$ cat config.mk
export PLATFORM = sky130hd
export DESIGN_NAME = gipd_cfg
export DESIGN_NICKNAME = d
export VERILOG_FILES = /design/src/gipd_pkg.sv /design/src/gipd_cfg.sv
export SDC_FILE = /design/constraint.sdc
export NUM_CORES = 1
export LEC_CHECK = 0
export BUFFER_PORTS_ARGS = -buffer_cell sky130_fd_sc_hd__buf_2
export CAP_MARGIN = 30
export CORE_AREA = 8 8 85 87
export CTS_BUF_LIST = sky130_fd_sc_hd__clkbuf_16
export DETAILED_ROUTE_END_ITERATION = 8
export DIE_AREA = 0 0 93 95
export PLACE_DENSITY = 0.78
export SYNTH_ARGS = -nofsm -noshare
export SYNTH_HDL_FRONTEND = slang
export SYNTH_SLANG_ARGS = --single-unit
$ cat constraint.sdc
create_clock -name clk -period 4.8 [get_ports clk]
set_input_delay 0.48 -clock clk [delete_from_list [all_inputs] [get_ports clk]]
set_output_delay 0.48 -clock clk [all_outputs]
set_load 0.02 [all_outputs]
$ cat src/gipd_pkg.sv
package gipd_pkg;

    localparam int PIX_W   = 8;
    localparam int SCALE_W = 3;
    localparam int DIM_W   = 11;
    localparam int PART_W  = 11;
    // at most two 8-sum stages and two tree levels for k up to 6
    localparam int HSTAGES = 2;
    localparam int HTREE   = 2;
    localparam int APB_DW  = 32;
    localparam int APB_AW  = 4;

    localparam logic [SCALE_W-1:0] SCALE_RST  = 3'd1;
    localparam logic [DIM_W-1:0]   WIDTH_RST  = 11'd640;
    localparam logic [DIM_W-1:0]   HEIGHT_RST = 11'd480;

    typedef enum logic [1:0] {
        REG_SCALE  = 2'd0,
        REG_WIDTH  = 2'd1,
        REG_HEIGHT = 2'd2
    } reg_idx_t;

    // rounding average (a + b + 1) >> 1
    function automatic logic [PIX_W-1:0] avg2(input logic [PIX_W-1:0] a,
                                              input logic [PIX_W-1:0] b);
        logic [PIX_W:0] s;
        s = {1'b0, a} + {1'b0, b} + (PIX_W+1)'(1);
        return s[PIX_W:1];
    endfunction

endpackage

$ cat src/gipd_cfg.sv
module gipd_cfg #(
    parameter int MAX_WIDTH       = 1024,
    parameter int MAX_SCALE_STEPS = 5
) (
    input  logic                                clk,
    input  logic                                rst_n,
    input  logic                                psel,
    input  logic                                penable,
    input  logic                                pwrite,
    input  logic [gipd_pkg::APB_AW-1:0]         paddr,
    input  logic [gipd_pkg::APB_DW-1:0]         pwdata,
    output logic [gipd_pkg::APB_DW-1:0]         prdata,
    output logic                                pready,
    output logic [gipd_pkg::SCALE_W-1:0]        k,
    output logic [$clog2(MAX_WIDTH)-1:0]        w_m1,
    output logic [gipd_pkg::DIM_W-1:0]          h_m1,
    output logic                                restart
);

    localparam int CW = $clog2(MAX_WIDTH);
    localparam int WW = $clog2(MAX_WIDTH + 1);
    localparam int LW = (WW > gipd_pkg::DIM_W) ? WW : gipd_pkg::DIM_W;

    logic [gipd_pkg::SCALE_W-1:0] scale_reg;
    logic [gipd_pkg::DIM_W-1:0]   width_reg;
    logic [gipd_pkg::DIM_W-1:0]   height_reg;
    logic                         wr;
    gipd_pkg::reg_idx_t           idx;
    logic [LW-1:0]                wmask;
    logic [LW-1:0]                wlim;
    logic [LW-1:0]                weff;
    logic [gipd_pkg::DIM_W-1:0]   hmask;
    logic [gipd_pkg::DIM_W-1:0]   heff;

    assign pready = 1'b1;
    assign wr     = psel && penable && pwrite;
    assign idx    = gipd_pkg::reg_idx_t'(paddr[gipd_pkg::APB_AW-1:2]);

    always_ff @(posedge clk or negedge rst_n)
    begin
        if (!rst_n)
        begin
            scale_reg  <= gipd_pkg::SCALE_RST;
            width_reg  <= gipd_pkg::WIDTH_RST;
            height_reg <= gipd_pkg::HEIGHT_RST;
        end
        else if (wr)
        begin
            case (idx)
                gipd_pkg::REG_SCALE:  scale_reg  <= pwdata[gipd_pkg::SCALE_W-1:0];
                gipd_pkg::REG_WIDTH:  width_reg  <= pwdata[gipd_pkg::DIM_W-1:0];
                gipd_pkg::REG_HEIGHT: height_reg <= pwdata[gipd_pkg::DIM_W-1:0];
                default: ;
            endcase
        end
    end

    always_comb
    begin
        restart = 1'b0;
        prdata  = '0;
        case (idx)
            gipd_pkg::REG_SCALE:
            begin
                restart = wr;
                prdata  = {{(gipd_pkg::APB_DW-gipd_pkg::SCALE_W){1'b0}}, scale_reg};
            end
            gipd_pkg::REG_WIDTH:
            begin
                restart = wr;
                prdata  = {{(gipd_pkg::APB_DW-gipd_pkg::DIM_W){1'b0}}, width_reg};
            end
            gipd_pkg::REG_HEIGHT:
            begin
                restart = wr;
                prdata  = {{(gipd_pkg::APB_DW-gipd_pkg::DIM_W){1'b0}}, height_reg};
            end
            default: ;
        endcase
    end

    // clamp k, then width and height to whole blocks
    always_comb
    begin
        if (scale_reg == '0)
            k = gipd_pkg::SCALE_W'(1);
        else if (scale_reg > gipd_pkg::SCALE_W'(MAX_SCALE_STEPS))
            k = gipd_pkg::SCALE_W'(MAX_SCALE_STEPS);
        else
            k = scale_reg;

        wmask = (LW'(1) << k) - LW'(1);
        wlim  = LW'(width_reg);
        if (wlim > LW'(MAX_WIDTH))
            wlim = LW'(MAX_WIDTH);
        weff = wlim & ~wmask;
        if (weff == '0)
            weff = LW'(1) << k;
        w_m1 = CW'(weff - LW'(1));

        hmask = (gipd_pkg::DIM_W'(1) << k) - gipd_pkg::DIM_W'(1);
        heff  = height_reg & ~hmask;
        if (heff == '0)
            heff = gipd_pkg::DIM_W'(1) << k;
        h_m1 = heff - gipd_pkg::DIM_W'(1);
    end

endmodule

==> After elaboration in Yosys (flattened, before gate mapping) <==
Index checks and enable logic that the tools add are counted.
{ "op_classes": {"addsub": 3, "magnitude_cmp": 2, "n_eq_ne": 2, "n_shift": 1, "muxes": 7, "n_bitwise": 3, "n_reduce_logical": 10} }
{ "ops": {"columns": ["cell", "n"], "rows": [
  ["$pmux 11 s3", 1],
  ["$and 11x11->11", 2],
  ["$logic_not 11->1", 2],
  ["$mux 11", 2],
  ["$gt 11x11->1 const B", 1],
  ["$not 11->11", 1],
  ["$shl 1x3->11 const A", 1],
  ["$sub 11x1->11 const B", 1],
  ["$sub 11x2->11 const B", 1],
  ["$mux 10", 1],
  ["$sub 10x1->10 const B", 1],
  ["$mux 3", 2],
  ["$reduce_and 2->1", 3],
  ["$gt 3x3->1 const B", 1],
  ["$logic_not 3->1", 1],
  ["$reduce_or 3->1", 1],
  ["$eq 2x1->1 const B", 1],
  ["$eq 2x2->1 const B", 1],
  ["$logic_and 1x1->1", 2],
  ["$logic_not 2->1", 1],
  ["$mux 1", 1]
]} }
{ "word_totals": {"register_bits": 25, "out_inout_bits": 58, "word_cells": 31} }

==> Logic depth before layout (Yosys ltp) <==
{ "depth": {"ltp_word": 10, "depth_mapped": 17} }

==> Worst setup path after synthesis <==
No wires, ideal clock.
{ "synth_path": {"path_kind": "register to output", "start": "reg scale_reg[2] (netlist bit)", "end": "out w_m1[4]", "arrival_time_ns": 3.410, "slack_ns": 0.910, "stages_incl_launch_ff": 18, "path_buffers": 4, "path_cell_list": "dfrtp_1 -> buf_2 -> clkbuf_1 -> nor2_1 -> inv_1 -> ha_1 -> buf_4 -> or3b_1 -> buf_2 -> a21oi_4 -> a32o_2 -> a41oi_1 -> ha_1 -> inv_1 -> a21oi_1 -> and3_1 -> a32o_1 -> a211o_1"} }
{ "synth_between": {"elab_chain_len": 10, "word_cells_on_any_way": 11} }
{ "synth_rtl": {"columns": ["item", "line_no", "rtl"], "rows": [
  ["start, declared", "gipd_cfg.sv:24", "logic [gipd_pkg::SCALE_W-1:0] scale_reg;"],
  ["start signal, assigned", "gipd_cfg.sv:43", "scale_reg <= gipd_pkg::SCALE_RST;"],
  ["start signal, assigned", "gipd_cfg.sv:50", "gipd_pkg::REG_SCALE: scale_reg <= pwdata[gipd_pkg::SCALE_W-1:0];"],
  ["$gt 3x3->1", "gipd_cfg.sv:87", "else if (scale_reg > gipd_pkg::SCALE_W'(MAX_SCALE_STEPS))"],
  ["$mux 3", "gipd_cfg.sv:87", null],
  ["$mux 3 *", "gipd_cfg.sv:85", "if (scale_reg == '0)"],
  ["$shl 1x3->11 *", "gipd_cfg.sv:92", "wmask = (LW'(1) << k) - LW'(1);"],
  ["$sub 11x2->11", "gipd_cfg.sv:92", null],
  ["$not 11->11", "gipd_cfg.sv:96", "weff = wlim & ~wmask;"],
  ["$and 11x11->11", "gipd_cfg.sv:96", null],
  ["$logic_not 11->1", "gipd_cfg.sv:97", "if (weff == '0)"],
  ["$mux 10 *", "gipd_cfg.sv:97", null],
  ["$sub 10x1->10 *", "gipd_cfg.sv:99", "w_m1 = CW'(weff - LW'(1));"],
  ["end, declared", "gipd_cfg.sv:15", "output logic [$clog2(MAX_WIDTH)-1:0] w_m1,"]
]} }
Mark *: on every way between the ends. The rest lies on a longest branch, timed or not.

==> Worst setup path after layout <==
{ "layout_path": {"start": "reg scale_reg[1] (netlist bit)", "end": "out w_m1[4]"} }
Same word-level chain as after synthesis.

==> out/metrics.csv <==
metric,value,unit
critPathMaxFanout,9,
cts-hold-fix-buffers,0,
wire_length_after_detailed_routing,6120,um
cts_max_path_buffers,2,
syn_avg_cell_area,8.87,um2
critPathSlowestCell,or3b_1,
synth_top_cell_area_share,0.197,
worstPathBufferInverterCount,3,
leakage,0.00119,uW
area_of_the_core,5820,um2
clock_skew,0,ns
grt_start_max_net_pins,26,
ys_seq_elements,25,
cellPowerDensity,474,nW/um2
layout.cells.most_common_list,"buf_2 (51), conb_1 (27), mux2_2 (24), nand2_1 (23), dfrtp_1 (18)",
crit_path_cell_trace,"nor2_1, inv_1, ha_1, or3b_1, nand2_1, a32o_2, a41oi_1, ha_1, inv_1, a21oi_1, nor3_1, a32o_1, a211o_1, buf_2",
setup_total_negative_slack,0,ns
antenna_violations_before_repair,0,
finalSetupViolCount,0,
initialDrtViolationCount,154,
drc_errors,0,
hold_viol_final,0,
cts.sink_count,25,
synth.cell_area,2290,um2
worstPathArrival,3.60,ns
worst_setup_hold_path_clk_slew,0.06,ns
firstDrtPassIters,4,
setup_repair_after_global_routing_missed_its_margin,no,
place_hpwl,4750,um
io_pins,99,
synth.top_cells.by_area,"dfrtp_1 (20%), mux2_2 (12%), buf_4 (8.5%), dfstp_2 (8.0%), nand2_1 (3.8%)",
startpoint_type,flip-flop,
antenna_violating_nets_post_route,0,
max_freq,245,MHz
grtUsageTotal,0.131,
worst_ir_drop_vdd,215,uV
area.growth.synth_to_final,13.0,%
status,"complete, no violations",
worst_path_top_cell_family_by_delay,compound AO/OA/AOI/OAI gates,
worst-endpoint-required,4.32,ns
grt_pass1_vias,1963,
synth-edff-count,0,
ctsRootBufferMaster,clkbuf_16,
synth.distinct_cells,60,
grt_pass1_wl,9460,um
antennaDiodeCount,0,
final_layout_size_suffix_gt1_frac,0.342,
worstSkewPairLatency,0.26,ns
synth-main-ff-cell,dfrtp_1,
worst_hold_slack_across_all_endpoints,0.197,ns
die_y,95,um
layout.filler_cells,582,
grt_remaining_overflow,0,
final_net_count,346,
setup.worst_path.end_class,output port,
wl_per_cell,16.3,um
max_slew_headroom,0.504,
worstMarginPinSlew,0.742,ns
leading_cell_type_in_the_layout_fill_and_taps_excluded,buf_2,
die_w,93,um
post-route-min-period,4.08,ns
detailroute.via_count,2052,
cts_buffers,3,
synth_async_sr_flop_share,1.00,
register_area,634,um2
yosys_warnings,0,
synthCells,258,
h-tree-depth,1,
multiInputGateArea,1460,um2
crit_path_max_incr_delay,0.41,ns
synth_top_area_cell,dfrtp_1,
routabilityCongestion,0.860,
effective_utilization_at_floorplan,0.394,
worstSetupPathType,flip-flop to output port,
dieArea,8840,um2
hold_crit_path_type,primary input to asynchronous set/reset pin,
drv_slew,0,
port_buffers,51,
cts_tree,yes,
period_share,0.850,
fp-row-count,28,
cts_setup_buffers,0,
drt-vias-per-instance,5.46,
synth_seq_area_share,0.277,
cts_resized,0,
cap_viol_max_count,0,
power breakdown:
| group | switching, uW | leakage [uW] | internal, uW |
|---|---|---|---|
| sequential | 85.6 | 0.000294 | 271 |
| clock | 70.3 | 0.0000423 | 111 |
| combinational | 422 | 0.000850 | 266 |
| total | 578 | 0.00119 | 649 |
cell type report:
cell class                      count  area share
Clock buffer                        3      0.0290
Clock inverter                      1     0.00145
Timing Repair Buffer               55       0.110
Tap cell                           75      0.0363
Sequential cell                    25       0.245
Multi-Input combinational cell    209       0.566
Inverter                            8      0.0116
Yosys cell counts (all sizes together) (4+ instances only):
master / n
o21ai: 13
clkbuf: 11
a22o: 8
nor2: 11
nand2: 24
dfstp: 7
nor4: 4
o211ai: 4
a31oi: 4
buf: 30
nand3: 7
mux2i: 5
nand4: 6
a21oi: 9
inv: 8
nor2b: 6
xnor2: 5
nor3b: 6
and3: 4
dfrtp: 18
mux2: 24
through the flow:
step	instance area [um2]	cells	utilization	power (uW)	worst slack, ns
after global routing	2590	376	0.445	1310	0.447
after floorplan	2380	283	-	870	0.910
after global placement	2510	372	0.431	1030	1.05
after detailed placement	2510	372	0.431	1050	1.02
final	2590	376	0.445	1230	0.719
after CTS	2590	376	0.445	1230	0.743
cell families after synthesis:
group	count (synthesis)	synth area share
xor gates and xnor gates	7	0.0268
and+or+nand+nor	80	0.195
DFF	25	0.277
muxes	29	0.142
AOI/OAI and AO/OA	63	0.216
adders and majority gates	3	0.0164
buffers and inverters	49	0.125
other	2	0.00328
per-layer routing:
metal,vias to the layer above,part of all wire,GRT usage,routed length (um)
met5,-,0,0,0
met4,0,0.011,0.0403,69
met3,6,0.087,0.0238,529
met2,90,0.46,0.215,2810
met1,972,0.44,0.170,2710
li1,984,-,-,-
path summary, 6_finish.rpt:
check	startpoint	endpoint	slack, ns	cells past startpoint
max	scale_reg[1]	w_m1[4]	0.72	14
max in group asynchronous	rst_n	height_reg[6]	4.23	1
max reg2reg	width_reg[10]	width_reg[10]	3.74	2
min	rst_n	width_reg[0]	0.20	1
min reg2reg	height_reg[0]	height_reg[0]	0.51	1
min in group clk	pwdata[10]	width_reg[10]	0.45	3
worst register-to-register path, delay by kind of cell, from the launching register on:
kind | cells | cell delay [ns]
DFF | 1 | 0.46
AOI/OAI and AO/OA | 1 | 0.14
buffers and inverters | 1 | 0.32
Note: power is estimated with default switching activity, not from simulation.
