File: config.mk
export PLATFORM = sky130hd
export DESIGN_NAME = gipd_hpass
export DESIGN_NICKNAME = d
export VERILOG_FILES = /design/src/gipd_pkg.sv /design/src/gipd_hpass.sv
export SDC_FILE = /design/constraint.sdc
export NUM_CORES = 1
export LEC_CHECK = 0
export BUFFER_PORTS_ARGS = -buffer_cell sky130_fd_sc_hd__buf_2
export CORE_MARGIN = 2
export CORE_UTILIZATION = 40
export DETAILED_ROUTE_END_ITERATION = 10
export MAX_ROUTING_LAYER = met4
export PLACE_DENSITY = 0.6
export REMOVE_ABC_BUFFERS = 1
export SETUP_SLACK_MARGIN = 0.15
export SYNTH_ARGS = -nofsm -noshare
export SYNTH_HDL_FRONTEND = slang
export SYNTH_SLANG_ARGS = --single-unit
File: constraint.sdc
create_clock -name clk -period 5.7 [get_ports clk]
set_input_delay 0.285 -clock clk [delete_from_list [all_inputs] [get_ports clk]]
set_output_delay 0.285 -clock clk [all_outputs]
set_load 0.02 [all_outputs]
File: src/gipd_pkg.sv
package gipd_pkg;

    localparam int PIX_W   = 8;
    localparam int SCALE_W = 3;
    localparam int DIM_W   = 11;
    localparam int PART_W  = 11;
    // at most two 8-sum stages and two tree levels for k up to 6
    localparam int HSTAGES = 2;
    localparam int HTREE   = 2;
    localparam int APB_DW  = 32;
    localparam int APB_AW  = 4;

    localparam logic [SCALE_W-1:0] SCALE_RST  = 3'd1;
    localparam logic [DIM_W-1:0]   WIDTH_RST  = 11'd640;
    localparam logic [DIM_W-1:0]   HEIGHT_RST = 11'd480;

    typedef enum logic [1:0] {
        REG_SCALE  = 2'd0,
        REG_WIDTH  = 2'd1,
        REG_HEIGHT = 2'd2
    } reg_idx_t;

    // rounding average (a + b + 1) >> 1
    function automatic logic [PIX_W-1:0] avg2(input logic [PIX_W-1:0] a,
                                              input logic [PIX_W-1:0] b);
        logic [PIX_W:0] s;
        s = {1'b0, a} + {1'b0, b} + (PIX_W+1)'(1);
        return s[PIX_W:1];
    endfunction

endpackage

File: src/gipd_hpass.sv
module gipd_hpass #(
    parameter int MAX_WIDTH       = 1024,
    parameter int MAX_SCALE_STEPS = 5
) (
    input  logic                                clk,
    input  logic                                rst_n,
    input  logic [gipd_pkg::SCALE_W-1:0]        k,
    input  logic [$clog2(MAX_WIDTH)-1:0]        w_m1,
    input  logic [gipd_pkg::DIM_W-1:0]          h_m1,
    input  logic                                restart,
    input  logic                                accept,
    input  logic [gipd_pkg::PIX_W-1:0]          in_pixel,
    output logic                                hvalid,
    output logic [gipd_pkg::PIX_W-1:0]          hpix,
    output logic [$clog2(MAX_WIDTH/2)-1:0]      hc,
    output logic [MAX_SCALE_STEPS-1:0]          hrow,
    output logic                                hlast
);

    localparam int CW = $clog2(MAX_WIDTH);
    localparam int AW = $clog2(MAX_WIDTH/2);

    logic [CW-1:0]                 col_reg;
    logic [CW-1:0]                 col_next;
    logic [gipd_pkg::DIM_W-1:0]    row_reg;
    logic [gipd_pkg::DIM_W-1:0]    row_next;
    logic [gipd_pkg::PART_W-1:0]   acc_reg  [gipd_pkg::HSTAGES];
    logic [gipd_pkg::PART_W-1:0]   acc_next [gipd_pkg::HSTAGES];
    logic [gipd_pkg::PIX_W-1:0]    tp_reg   [gipd_pkg::HTREE];
    logic [gipd_pkg::PIX_W-1:0]    tp_next  [gipd_pkg::HTREE];
    logic [1:0]                    n8;
    logic [1:0]                    ntree;
    logic                          col_end;
    logic                          row_end;

    always_comb
    begin
        case (k) inside
            [3'd3:3'd5]: n8 = 2'd1;
            3'd6:        n8 = 2'd2;
            default:     n8 = 2'd0;
        endcase
        case (k) inside
            3'd1, 3'd4: ntree = 2'd1;
            3'd2, 3'd5: ntree = 2'd2;
            default:    ntree = 2'd0;
        endcase
    end

    // 8-sum stages, then the rounding tree; stop at the first unfinished group
    always_comb
    begin
        logic [CW-1:0]               idx;
        logic [gipd_pkg::PART_W-1:0] v;
        logic [gipd_pkg::PART_W-1:0] sum;
        logic [gipd_pkg::PIX_W-1:0]  vp;
        logic                        rdy;
        idx      = col_reg;
        v        = gipd_pkg::PART_W'(in_pixel);
        sum      = '0;
        rdy      = 1'b1;
        acc_next = acc_reg;
        tp_next  = tp_reg;
        for (int t = 0; t < gipd_pkg::HSTAGES; t++)
        begin
            if (rdy && t < n8)
            begin
                sum = acc_reg[t] + v;
                if (idx[2:0] != 3'b111)
                begin
                    acc_next[t] = sum;
                    rdy         = 1'b0;
                end
                else
                begin
                    v           = sum >> 3;
                    acc_next[t] = '0;
                    idx         = idx >> 3;
                end
            end
        end
        vp = v[gipd_pkg::PIX_W-1:0];
        for (int t = 0; t < gipd_pkg::HTREE; t++)
        begin
            if (rdy && t < ntree)
            begin
                if (!idx[0])
                begin
                    tp_next[t] = vp;
                    rdy        = 1'b0;
                end
                else
                begin
                    vp  = gipd_pkg::avg2(tp_reg[t], vp);
                    idx = idx >> 1;
                end
            end
        end
        hvalid = rdy;
        hpix   = vp;
    end

    assign col_end  = (col_reg == w_m1);
    assign row_end  = (row_reg == h_m1);
    assign hlast    = col_end && row_end;
    assign hc       = AW'(col_reg >> k);
    assign hrow     = row_reg[MAX_SCALE_STEPS-1:0];
    assign col_next = col_end ? '0 : col_reg + CW'(1);
    assign row_next = !col_end ? row_reg :
                      (row_end ? '0 : row_reg + gipd_pkg::DIM_W'(1));

    always_ff @(posedge clk or negedge rst_n)
    begin
        if (!rst_n)
        begin
            col_reg <= '0;
            row_reg <= '0;
            for (int t = 0; t < gipd_pkg::HSTAGES; t++)
                acc_reg[t] <= '0;
            for (int t = 0; t < gipd_pkg::HTREE; t++)
                tp_reg[t] <= '0;
        end
        else if (restart)
        begin
            col_reg <= '0;
            row_reg <= '0;
            for (int t = 0; t < gipd_pkg::HSTAGES; t++)
                acc_reg[t] <= '0;
            for (int t = 0; t < gipd_pkg::HTREE; t++)
                tp_reg[t] <= '0;
        end
        else if (accept)
        begin
            col_reg <= col_next;
            row_reg <= row_next;
            acc_reg <= acc_next;
            tp_reg  <= tp_next;
        end
    end

endmodule

[Word level (Yosys, flattened, before mapping)]
Cells that the tools add are included.
Storage, ports and cells
  register bits after elaboration: 59
  input bits: 36
Operators by class
  $add $sub $neg: 8
  shifts and indexed selects: 1
  equal/unequal tests: 11
  $lt $le $gt $ge: 6
  reduce and logical (&&, ||, !) cells: 18
  multiplexer cells: 45
Operators with widths (number)
  8-bit 2-to-1 mux: 12
  11-bit 2-to-1 mux: 8
  22-bit 2-to-1 mux: 2
  16-bit 2-to-1 mux: 2
  10-bit 2-to-1 mux: 3
  8-bit by 8-bit adder with 9-bit output: 2
  9-bit by 1-bit adder with 9-bit output, second input constant: 2
  2-bit 2-to-1 mux: 6
  2-bit nonzero test: 6
  11-bit by 1-bit adder with 11-bit output, second input constant: 1
  11-bit adder: 1
  11-bit by 8-bit adder with 11-bit output: 1
  11-bit == test: 1
  10-bit by 1-bit adder with 10-bit output, second input constant: 1
  10-bit == test: 1
  1-bit 2-to-1 mux: 10
  5-bit 2-to-1 mux: 2
  10-bit by 3-bit >> shifter with 9-bit output: 1
  3-bit == test, second input constant: 3
  1-bit by 2-bit less-than comparator with 1-bit output, first input constant: 4
  3-bit inequality test, second input constant: 2
  2-bit AND reduction: 3
  3-bit AND reduction: 2
  1-bit logical AND: 5
  6 further kinds: 8

[Depth between registers and ports, before layout]
Gate-level depths: netlist of run 1.
  depth in word-level cells: 16
  gate-level depth with buffers: 32
  mapped depth without buffers: 32

[Worst setup path after synthesis of run 1]
OpenSTA, ideal clock, no wires.
  path type: register -> output
  start: register acc_reg[11] in the netlist's numbering
  end: output hpix[4] in the netlist's numbering
  stages on the path, launching flop included: 31
  arrival time: 6048 ps
  setup slack: -633 ps
  path through: dfrtp_1 > ha_1 > inv_1 > fa_1 > nor2b_1 > o21ai_0 > a21oi_1 > o21ai_0 > or3_1 > and3_1 > inv_1 > ha_1 > o21a_1 > a21oi_1 > a21oi_1 > or2_2 > xor2_1 > mux2_2 > ha_1 > nand2_1 > o21ai_0 > o21ba_2 > xnor2_1 > mux2i_1 > inv_1 > ha_1 > or3_1 > or3b_2 > nand2_1 > xor2_1 > mux2i_1
Between the ends
  word-level cells in the longest chain between the ends: 14
Ends and longest elaborated chain
  from (decl): RTL line gipd_hpass.sv:27  | logic [gipd_pkg::PART_W-1:0] acc_reg [gipd_pkg::HSTAGES];
  from (signal assigned): RTL line gipd_hpass.sv:136  | acc_reg <= acc_next;
  11-bit by 8-bit adder with 11-bit output (*): RTL line gipd_hpass.sv:68  | sum = acc_reg[t] + v;
  8-bit 2-to-1 mux (*): RTL line gipd_hpass.sv:69  | if (idx[2:0] != 3'b111)
  8-bit 2-to-1 mux (*): RTL line gipd_hpass.sv:66  | if (rdy && t < n8)
  11-bit adder: RTL line gipd_hpass.sv:68
  8-bit 2-to-1 mux: RTL line gipd_hpass.sv:69
  8-bit 2-to-1 mux (*): RTL line gipd_hpass.sv:66
  8-bit by 8-bit adder with 9-bit output: RTL line gipd_pkg.sv:27  | s = {1'b0, a} + {1'b0, b} + (PIX_W+1)'(1);
  9-bit by 1-bit adder with 9-bit output: RTL line gipd_pkg.sv:27
  8-bit 2-to-1 mux: RTL line gipd_hpass.sv:87  | if (!idx[0])
  8-bit 2-to-1 mux (*): RTL line gipd_hpass.sv:85  | if (rdy && t < ntree)
  8-bit by 8-bit adder with 9-bit output: RTL line gipd_pkg.sv:27
  9-bit by 1-bit adder with 9-bit output: RTL line gipd_pkg.sv:27
  8-bit 2-to-1 mux: RTL line gipd_hpass.sv:87
  8-bit 2-to-1 mux (*): RTL line gipd_hpass.sv:85
  to (decl): RTL line gipd_hpass.sv:14  | output logic [gipd_pkg::PIX_W-1:0] hpix,
Every way passes the cells marked *; elsewhere a longest branch is shown, timed or not.

[Worst setup path in the final report of run 1]
  start: register acc_reg[11] in the netlist's numbering
  end: output hpix[5] in the netlist's numbering
Same word-level chain as after synthesis.

==> results of run 1 <==
-- metrics by stage --
step | total power, mW | utilization, % | instances | TNS [ps] | hold slack, ps
3_3_place_gp | 0.761 | 49.9 | 942 | -2700 | 474
2_1_floorplan | 0.618 | - | 591 | -1910 | -10.6
5_1_grt | 1.46 | 57.1 | 981 | -5040 | 189
4_1_cts | 1.39 | 55.4 | 971 | -3280 | 148
6_report | 1.40 | 57.1 | 981 | -3220 | 119
3_5_place_dp | 0.769 | 49.9 | 942 | -3450 | 486
-- cell usage after synthesis, drive strengths merged, types with 7 or more instances --
library cell	instances	area share, %
o21ai	51	4.8
xnor2	21	3.4
mux2i	15	2.8
a21o	16	2.2
o31ai	10	1.4
dfrtp	59	28
nor2	40	2.8
inv	20	1.4
a22o	21	3.4
clkbuf	21	1.5
and3	11	1.3
nand2b	9	1.1
a21oi	37	3.5
nor2b	11	1.3
ha	35	8.2
buf	15	2.0
a211oi	7	1.1
nand2	57	4.0
or2	8	0.93
and2	11	1.3
xor2	29	4.7
nand3	17	1.6
mux2	12	2.6
nor3	11	1.0
-- routing by layer --
metal  track usage, %  share of wire, %  vias to the layer above
met5                -                 0                        -
met4             8.16               1.9                        0
met3             4.37               3.8                       27
met2             38.3                50                      127
met1             27.0                44                     2576
li1                 -                 -                     2626
-- timing repair --
action,CTS,global route
resized for setup,74,33
setup buffers,13,10
pin swaps,37,48
endpoints found under the setup margin,8,8
-- cells by family after synthesis --
logic type                 after synthesis
xor gates and xnor gates                50
and+or+nand+nor                        207
AOI/OAI and AO/OA                      186
DFF                                     59
adders and majority gates               39
muxes                                   28
buffers and inverters                   58
-- cell type report --
cell class	instances	area, sq um	share of cell area [%]
clock buffers	11	253	3.37
inverters	22	82.6	1.10
multi-input cells	510	4020	53.6
clock inverters	5	61.3	0.817
repair buffers	198	1390	18.5
well taps	176	220	2.94
flip-flops and latches	59	1480	19.7
-- path summary, 6_finish.rpt --
check / startpoint / end / slack [ps] / cells after the start
worst max-delay path: acc_reg[11]$_DFFE_PN0P_ / hpix[5] / -690 / 33
max in group asynchronous: rst_n / col_reg[8]$_DFFE_PN0P_ / 5060 / 2
min in group clk: restart / acc_reg[13]$_DFFE_PN0P_ / 280 / 2
worst max register to register: acc_reg[11]$_DFFE_PN0P_ / tp_reg[6]$_DFFE_PN0P_ / 850 / 24
worst min register to register: acc_reg[15]$_DFFE_PN0P_ / acc_reg[15]$_DFFE_PN0P_ / 500 / 2
worst min-delay path: rst_n / acc_reg[18]$_DFFE_PN0P_ / 120 / 2
-- worst max-delay path, delay by kind of cell, from the launching register on --
family | cells | cell delay [ps]
flip-flops | 1 | 350
multiplexers | 2 | 590
AND/OR/NAND/NOR | 5 | 450
AO/OA/AOI/OAI | 12 | 1920
XOR/XNOR | 3 | 360
buffers and inverters | 6 | 630
adder cells (fa/ha/maj) | 5 | 1450
-- where the power goes --
| part | leakage, nW | internal, mW | switching (mW) | total [mW] |
|---|---|---|---|---|
| Sequential | 0.815 | 0.432 | 0.0145 | 0.446 |
| Clock | 0.144 | 0.363 | 0.223 | 0.586 |
| Combinational | 2.69 | 0.182 | 0.184 | 0.366 |
==> flow_metrics.tcl, run 1 <==
set metrics [dict create \
    final_cell_mix "buf_4, dfrtp_1, nand2_1, buf_2, nor2_1" \
    fp-row-count 42 \
    synthAdderAreaFrac_pct 9.68 \
    synth_xor_area_share_pct 8.18 \
    via_per_inst 5.46 \
    fin_crit_sh_pct 112 \
    crit_path_end_kind "output port" \
    first_global_vias 5495 \
    largest_reg_flops 22 \
    crit_type "register to output port" \
    antenna_found_initial 0 \
    cts-root-buf "clkbuf_16" \
    cp_max_fo 3 \
    synth_area_sq_um 5350 \
    cts_max_level 3 \
    drc_errors 0 \
    die_w_um 120 \
    grt_pass1_wl_mm 25.6 \
    fp.dieH_um 120 \
    fmax_mhz 157 \
    setup_viol 6 \
    numCtsBuffers 9 \
    yosysSeqAreaShare_pct 27.6 \
    power.leakage_nw 3.64 \
    skew_ps 8.00 \
    yosysUniqueCellTypes 73 \
    cp_data_required_time_ps 5410 \
    async_reset_ff_share_pct 100 \
    clk_pin_slew_ps 60 \
    gp_congestion 0.916 \
    dpl_worst_slack_ps -774 \
    synth_top_family_by_area "compound AO/OA/AOI/OAI gates" \
    drt_iter0_markers 284 \
    slew_headroom_pct 30.2 \
    layout_setup_ws_ps -687 \
    design_area_sq_um 7500 \
    fin_nets 875 \
    postSynthAreaPerCell_sq_um 8.54 \
    startpoint_type "register" \
    drt_first_pass_iters 5 \
    critPathSlowestCell "fa_2" \
    irDropWorstVdd_v 0.000163 \
    drive_gt1_share_pct 37.6 \
    status "complete, but fails checks" \
    cts.sinks 59 \
    grt_max_degree 60 \
    io_pins 60 \
    ant_nets 0 \
    grt.total_usage_pct 22.7 \
    syn_inst 627 \
    synth_compound_area_share_pct 23.8 \
    slowest_delay_ps 360 \
    clock_path_buffers 2 \
    place_area_sq_um 6560 \
    gr-total-overflow 0 \
    cap_violations 0 \
    rsz0062_at_grt "yes" \
    yosysWarnings 0 \
    post-route-min-period_ps 6390 \
    coreArea_sq_um 13100 \
    tightest_slew_ps 1050 \
    dpl.hpwl_mm 10.9 \
    wl_per_cell_um 15.5 \
    cts-hold-fix-buffers 0 \
    hold_class "input pin to asynchronous set/reset pin" \
    area_growth_pct 40.1 \
    synth-seq-cells 59 \
    p_per_area_nw_per_um2 186 \
    dieArea_sq_um 14300 \
    diodes 0 \
    n_fill_cell 1171 \
    synth-main-ff-cell "dfrtp_1" \
    synth_edf_count 0 \
    clk_latency_ps 350 \
    cp.arrival_ps 6100 \
    synthSimpleGateAreaFrac_pct 19.9 \
    mostFrequentLayoutCell "buf_4" \
    violations "setup timing" \
    wl_mm 15.2 \
    slew_viol_final 0 \
    final-hold-violation-count 0 \
    start_util_pct 40.8 \
    portBuffers 59 \
    tritoncts "built" \
    vias 5356 \
    synthMuxAreaShare_pct 5.82 \
]
(Power assumes the default switching activity.)
==> run 2: changes to the inputs <==
--- a/config.mk
+++ b/config.mk
@@ -8,6 +8,7 @@
 export BUFFER_PORTS_ARGS = -buffer_cell sky130_fd_sc_hd__buf_2
 export CORE_MARGIN = 2
 export CORE_UTILIZATION = 40
+export CTS_BUF_LIST = sky130_fd_sc_hd__clkbuf_2
 export DETAILED_ROUTE_END_ITERATION = 10
 export MAX_ROUTING_LAYER = met4
 export PLACE_DENSITY = 0.6
==> flow_metrics.tcl, run 2 (synthesis gave the netlist of run 1 again) <==
set metrics [dict create \
    dpl.hpwl_mm 10.9 \
    fp.dieH_um 120 \
    drive_gt1_share_pct 37.5 \
    numCtsBuffers 9 \
    layout_setup_ws_ps -952 \
    power.leakage_nw 3.51 \
    portBuffers 59 \
    gp_congestion 0.916 \
    cp.arrival_ps 6370 \
    clk_latency_ps 580 \
    vias 5335 \
    tritoncts "built" \
    grt_pass1_wl_mm 25.2 \
    grt_max_degree 60 \
    final_cell_mix "buf_4, dfrtp_1, nand2_1, buf_2" \
    grt.total_usage_pct 22.2 \
    slowest_delay_ps 450 \
    irDropWorstVdd_v 0.000120 \
    fmax_mhz 150 \
    drt_iter0_markers 236 \
    cp_data_required_time_ps 5410 \
    clock_path_buffers 2 \
    n_fill_cell 1221 \
    antenna_found_initial 0 \
    mostFrequentLayoutCell "buf_4" \
    fin_nets 871 \
    tightest_slew_ps 1020 \
    setup_viol 7 \
    start_util_pct 40.8 \
    diodes 0 \
    die_w_um 120 \
    wl_per_cell_um 15.5 \
    holdWs_ps 95.0 \
    p_per_area_nw_per_um2 151 \
    final-hold-violation-count 0 \
    dpl_worst_slack_ps -774 \
    slew_headroom_pct 32.2 \
    largest_reg_flops 22 \
    fin_crit_sh_pct 117 \
    drt_first_pass_iters 7 \
    crit_path_end_kind "output port" \
    dieArea_sq_um 14300 \
    area_growth_pct 36.6 \
    critPathSlowestCell "dfrtp_1" \
    cts-root-buf "clkbuf_2" \
    crit_type "register to output port" \
    first_global_vias 5392 \
    cap_violations 0 \
    wl_mm 15.1 \
    drc_errors 0 \
    clk_pin_slew_ps 210 \
    regArea_sq_um 1480 \
    ant_nets 0 \
    post-route-min-period_ps 6650 \
    cts_max_level 3 \
    slew_viol_final 0 \
    status "complete, but fails checks" \
    fp-row-count 42 \
    cp_max_fo 4 \
    gr-total-overflow 0 \
    violations "setup timing" \
    hold_class "input pin to register" \
    multiInputGateArea_sq_um 4060 \
    via_per_inst 5.46 \
    fin_setup_tns_ps -4810 \
    startpoint_type "register" \
    rsz0062_at_grt "yes" \
    coreArea_sq_um 13100 \
    io_pins 60 \
    cts.sinks 59 \
    skew_ps 42.9 \
    cp_common_cell "a21o_1" \
]
run 2: cell types whose count changed in the layout (fill, tap and decap cells not counted), moves of 4 or more:
cell       change
buf_4          -8
clkbuf_16      -9
clkbuf_2       +9
ha_1           -4
ha_4           +4
run 2: worst max-delay path, delay by kind of cell (launching register included):
family                   cells  cell delay (ps)
multiplexers                 1              300
buffers and inverters        5              450
AO/OA/AOI/OAI               12             1860
flip-flops                   1              450
XOR/XNOR                     2              290
AND/OR/NAND/NOR              7              980
adder cells (fa/ha/maj)      5             1480
run 2: worst paths after layout:
| kind | startpoint | to | slack (ps) | cells after the start |
|---|---|---|---|---|
| min in group asynchronous | rst_n | acc_reg[18]$_DFFE_PN0P_ | 370 | 3 |
| worst min register to register | acc_reg[15]$_DFFE_PN0P_ | acc_reg[15]$_DFFE_PN0P_ | 530 | 2 |
| worst max-delay path | acc_reg[11]$_DFFE_PN0P_ | hpix[5] | -950 | 32 |
| worst max register to register | acc_reg[11]$_DFFE_PN0P_ | tp_reg[7]$_DFFE_PN0P_ | 880 | 27 |
| max in group asynchronous | rst_n | row_reg[0]$_DFFE_PN0P_ | 4760 | 3 |
| worst min-delay path | in_pixel[0] | acc_reg[11]$_DFFE_PN0P_ | 90 | 3 |
run 2: routing by layer:
metal / wire length, um / global-route usage (%)
met5: 0 / -
met4: 171 / 5.37
met3: 627 / 5.04
met2: 7650 / 37.4
met1: 6640 / 27.1
run 2: timing repair:
| action | in CTS | in global routing |
|---|---|---|
| setup endpoints to repair | 8 | 8 |
| hold endpoints to repair | 60 | 0 |
| pin swaps | 27 | 38 |
| hold buffers | 2 | 0 |
| setup buffers | 8 | 9 |
| gates resized for setup | 47 | 60 |
run 2: final cells by class:
cell class,count,share of cell area [%]
inverter,22,1.13
clock inverter,7,0.941
tap,176,3.01
multi-input combinational,510,55.5
timing repair buffer,194,18.6
sequential,59,20.2
clock buffer,9,0.616
run 2: through the flow:
step / std cells / area, sq um / utilization, % / power [mW]
detailed placement: 942 / 6560 / 49.9 / 0.769
CTS: 968 / 6950 / 52.9 / 1.08
global placement: 942 / 6560 / 49.9 / 0.761
global route: 977 / 7310 / 55.7 / 1.17
floorplan: 591 / 5170 / - / 0.618
finish: 977 / 7310 / 55.7 / 1.10
run 2: report_power, final:
part / leakage [nW] / internal, mW / switching [mW]
Combinational: 2.64 / 0.183 / 0.184
Clock: 0.0592 / 0.0984 / 0.191
Sequential: 0.815 / 0.432 / 0.0154
Total: 3.51 / 0.713 / 0.390
==> run 3: changes to the inputs <==
--- a/config.mk
+++ b/config.mk
@@ -12,6 +12,7 @@
 export DETAILED_ROUTE_END_ITERATION = 10
 export MAX_ROUTING_LAYER = met4
 export PLACE_DENSITY = 0.6
+export RECOVER_POWER = 100
 export REMOVE_ABC_BUFFERS = 1
 export SETUP_SLACK_MARGIN = 0.15
 export SYNTH_ARGS = -nofsm -noshare
==> flow_metrics.tcl, run 3 (synthesis gave the netlist of run 1 again) <==
set metrics [dict create \
    cts_max_level 3 \
    mostFrequentLayoutCell "buf_4" \
    dpl_worst_slack_ps -774 \
    power.leakage_nw 3.49 \
    vias 5340 \
    clk_latency_ps 570 \
    fin_crit_sh_pct 117 \
    tightest_slew_ps 3400 \
    cp_common_cell "a21o_1" \
    finalPower_mw 1.10 \
    layout_setup_ws_ps -955 \
    coreArea_sq_um 13100 \
    rsz0062_at_grt "yes" \
    dieArea_sq_um 14300 \
    hold_class "input pin to register" \
    gp_congestion 0.916 \
    via_per_inst 5.47 \
    regArea_sq_um 1480 \
    grt.total_usage_pct 22.2 \
    cts.sinks 59 \
    cp.arrival_ps 6370 \
    die_w_um 120 \
    diodes 0 \
    cp_max_fo 4 \
    slowest_delay_ps 450 \
    drt_first_pass_iters 5 \
    antenna_found_initial 0 \
    status "complete, but fails checks" \
    cap_violations 1 \
    irDropWorstVdd_v 0.000123 \
    post-route-min-period_ps 6660 \
    setup_viol 7 \
    wl_per_cell_um 15.5 \
    clk_pin_slew_ps 210 \
    area_growth_pct 36.4 \
    design_area_sq_um 7300 \
    cts-root-buf "clkbuf_2" \
    violations "capacitance limit, slew limit, setup timing" \
    drive_gt1_share_pct 36.7 \
    dp.cells 942 \
    final_util_pct 55.6 \
    clock_path_buffers 2 \
    final_cell_mix "buf_4, dfrtp_1, nand2_1, buf_2" \
    final_cell_count_no_fill 977 \
    largest_reg_flops 22 \
    tritoncts "built" \
    fp.dieH_um 120 \
    cp_data_required_time_ps 5410 \
    crit_path_end_kind "output port" \
    startpoint_type "register" \
    crit_type "register to output port" \
    multiInputGateArea_sq_um 4060 \
    dpl.hpwl_mm 10.9 \
    ant_nets 0 \
    wl_mm 15.1 \
    io_pins 60 \
    place_area_sq_um 6560 \
    gr-total-overflow 0 \
    slew_viol_final 60 \
    fin_setup_tns_ps -4820 \
    fmax_mhz 150 \
    holdWs_ps 102 \
    portBuffers 59 \
    drc_errors 0 \
    skew_ps 39.9 \
    first_global_vias 5392 \
    n_fill_cell 1224 \
    start_util_pct 40.8 \
    grt_pass1_wl_mm 25.2 \
    grt_max_degree 60 \
    final-hold-violation-count 0 \
    fin_nets 871 \
    fp-row-count 42 \
    slew_headroom_pct -127 \
    numCtsBuffers 9 \
    p_per_area_nw_per_um2 151 \
    critPathSlowestCell "dfrtp_1" \
    drt_iter0_markers 220 \
]
[run 3: metal layers]
metal	share of wire [%]	global-route usage, %	routed length, um
met1	44	27.1	6680
met2	51	37.4	7640
met3	4.1	5.04	623
met4	1.1	5.37	171
met5	0	-	0
[run 3: worst max-delay path: cells and delay by family, from the launching register on]
| kind | cells | cell delay (ps) |
|---|---|---|
| and+or+nand+nor | 7 | 980 |
| DFF | 1 | 450 |
| adders and majority gates | 5 | 1480 |
| xor gates and xnor gates | 2 | 290 |
| AOI/OAI and AO/OA | 12 | 1850 |
| muxes | 1 | 300 |
| buffers and inverters | 5 | 450 |
[run 3: power breakdown]
part	internal [mW]	leakage, nW	switching, mW
combinational	0.182	2.62	0.184
clock	0.0984	0.0592	0.191
sequential	0.432	0.815	0.0155
total	0.712	3.49	0.390
[run 3: cell type report]
class	instances	area share [%]
multi-input combinational	510	55.6
sequential	59	20.2
timing repair buffer	194	18.5
tap	176	3.01
inverter	22	1.13
clock inverter	7	0.942
clock buffer	9	0.617
[run 3: worst paths after layout]
check	end	cells past startpoint	startpoint	slack, ps
worst max-delay path	hpix[5]	32	acc_reg[11]$_DFFE_PN0P_	-960
worst min-delay path	acc_reg[11]$_DFFE_PN0P_	3	in_pixel[0]	100
worst max register to register	tp_reg[7]$_DFFE_PN0P_	27	acc_reg[11]$_DFFE_PN0P_	880
worst min register to register	acc_reg[15]$_DFFE_PN0P_	2	acc_reg[15]$_DFFE_PN0P_	530
max in group asynchronous	row_reg[0]$_DFFE_PN0P_	3	rst_n	2320
min in group asynchronous	acc_reg[18]$_DFFE_PN0P_	3	rst_n	1450
[run 3: repair_timing]
item | 4_1_cts | 5_1_grt
setup buffers | 8 | 9
pin swaps | 27 | 38
hold buffers | 2 | 0
hold endpoints to repair | 60 | 0
gates resized for setup | 47 | 60
setup endpoints to repair | 8 | 8
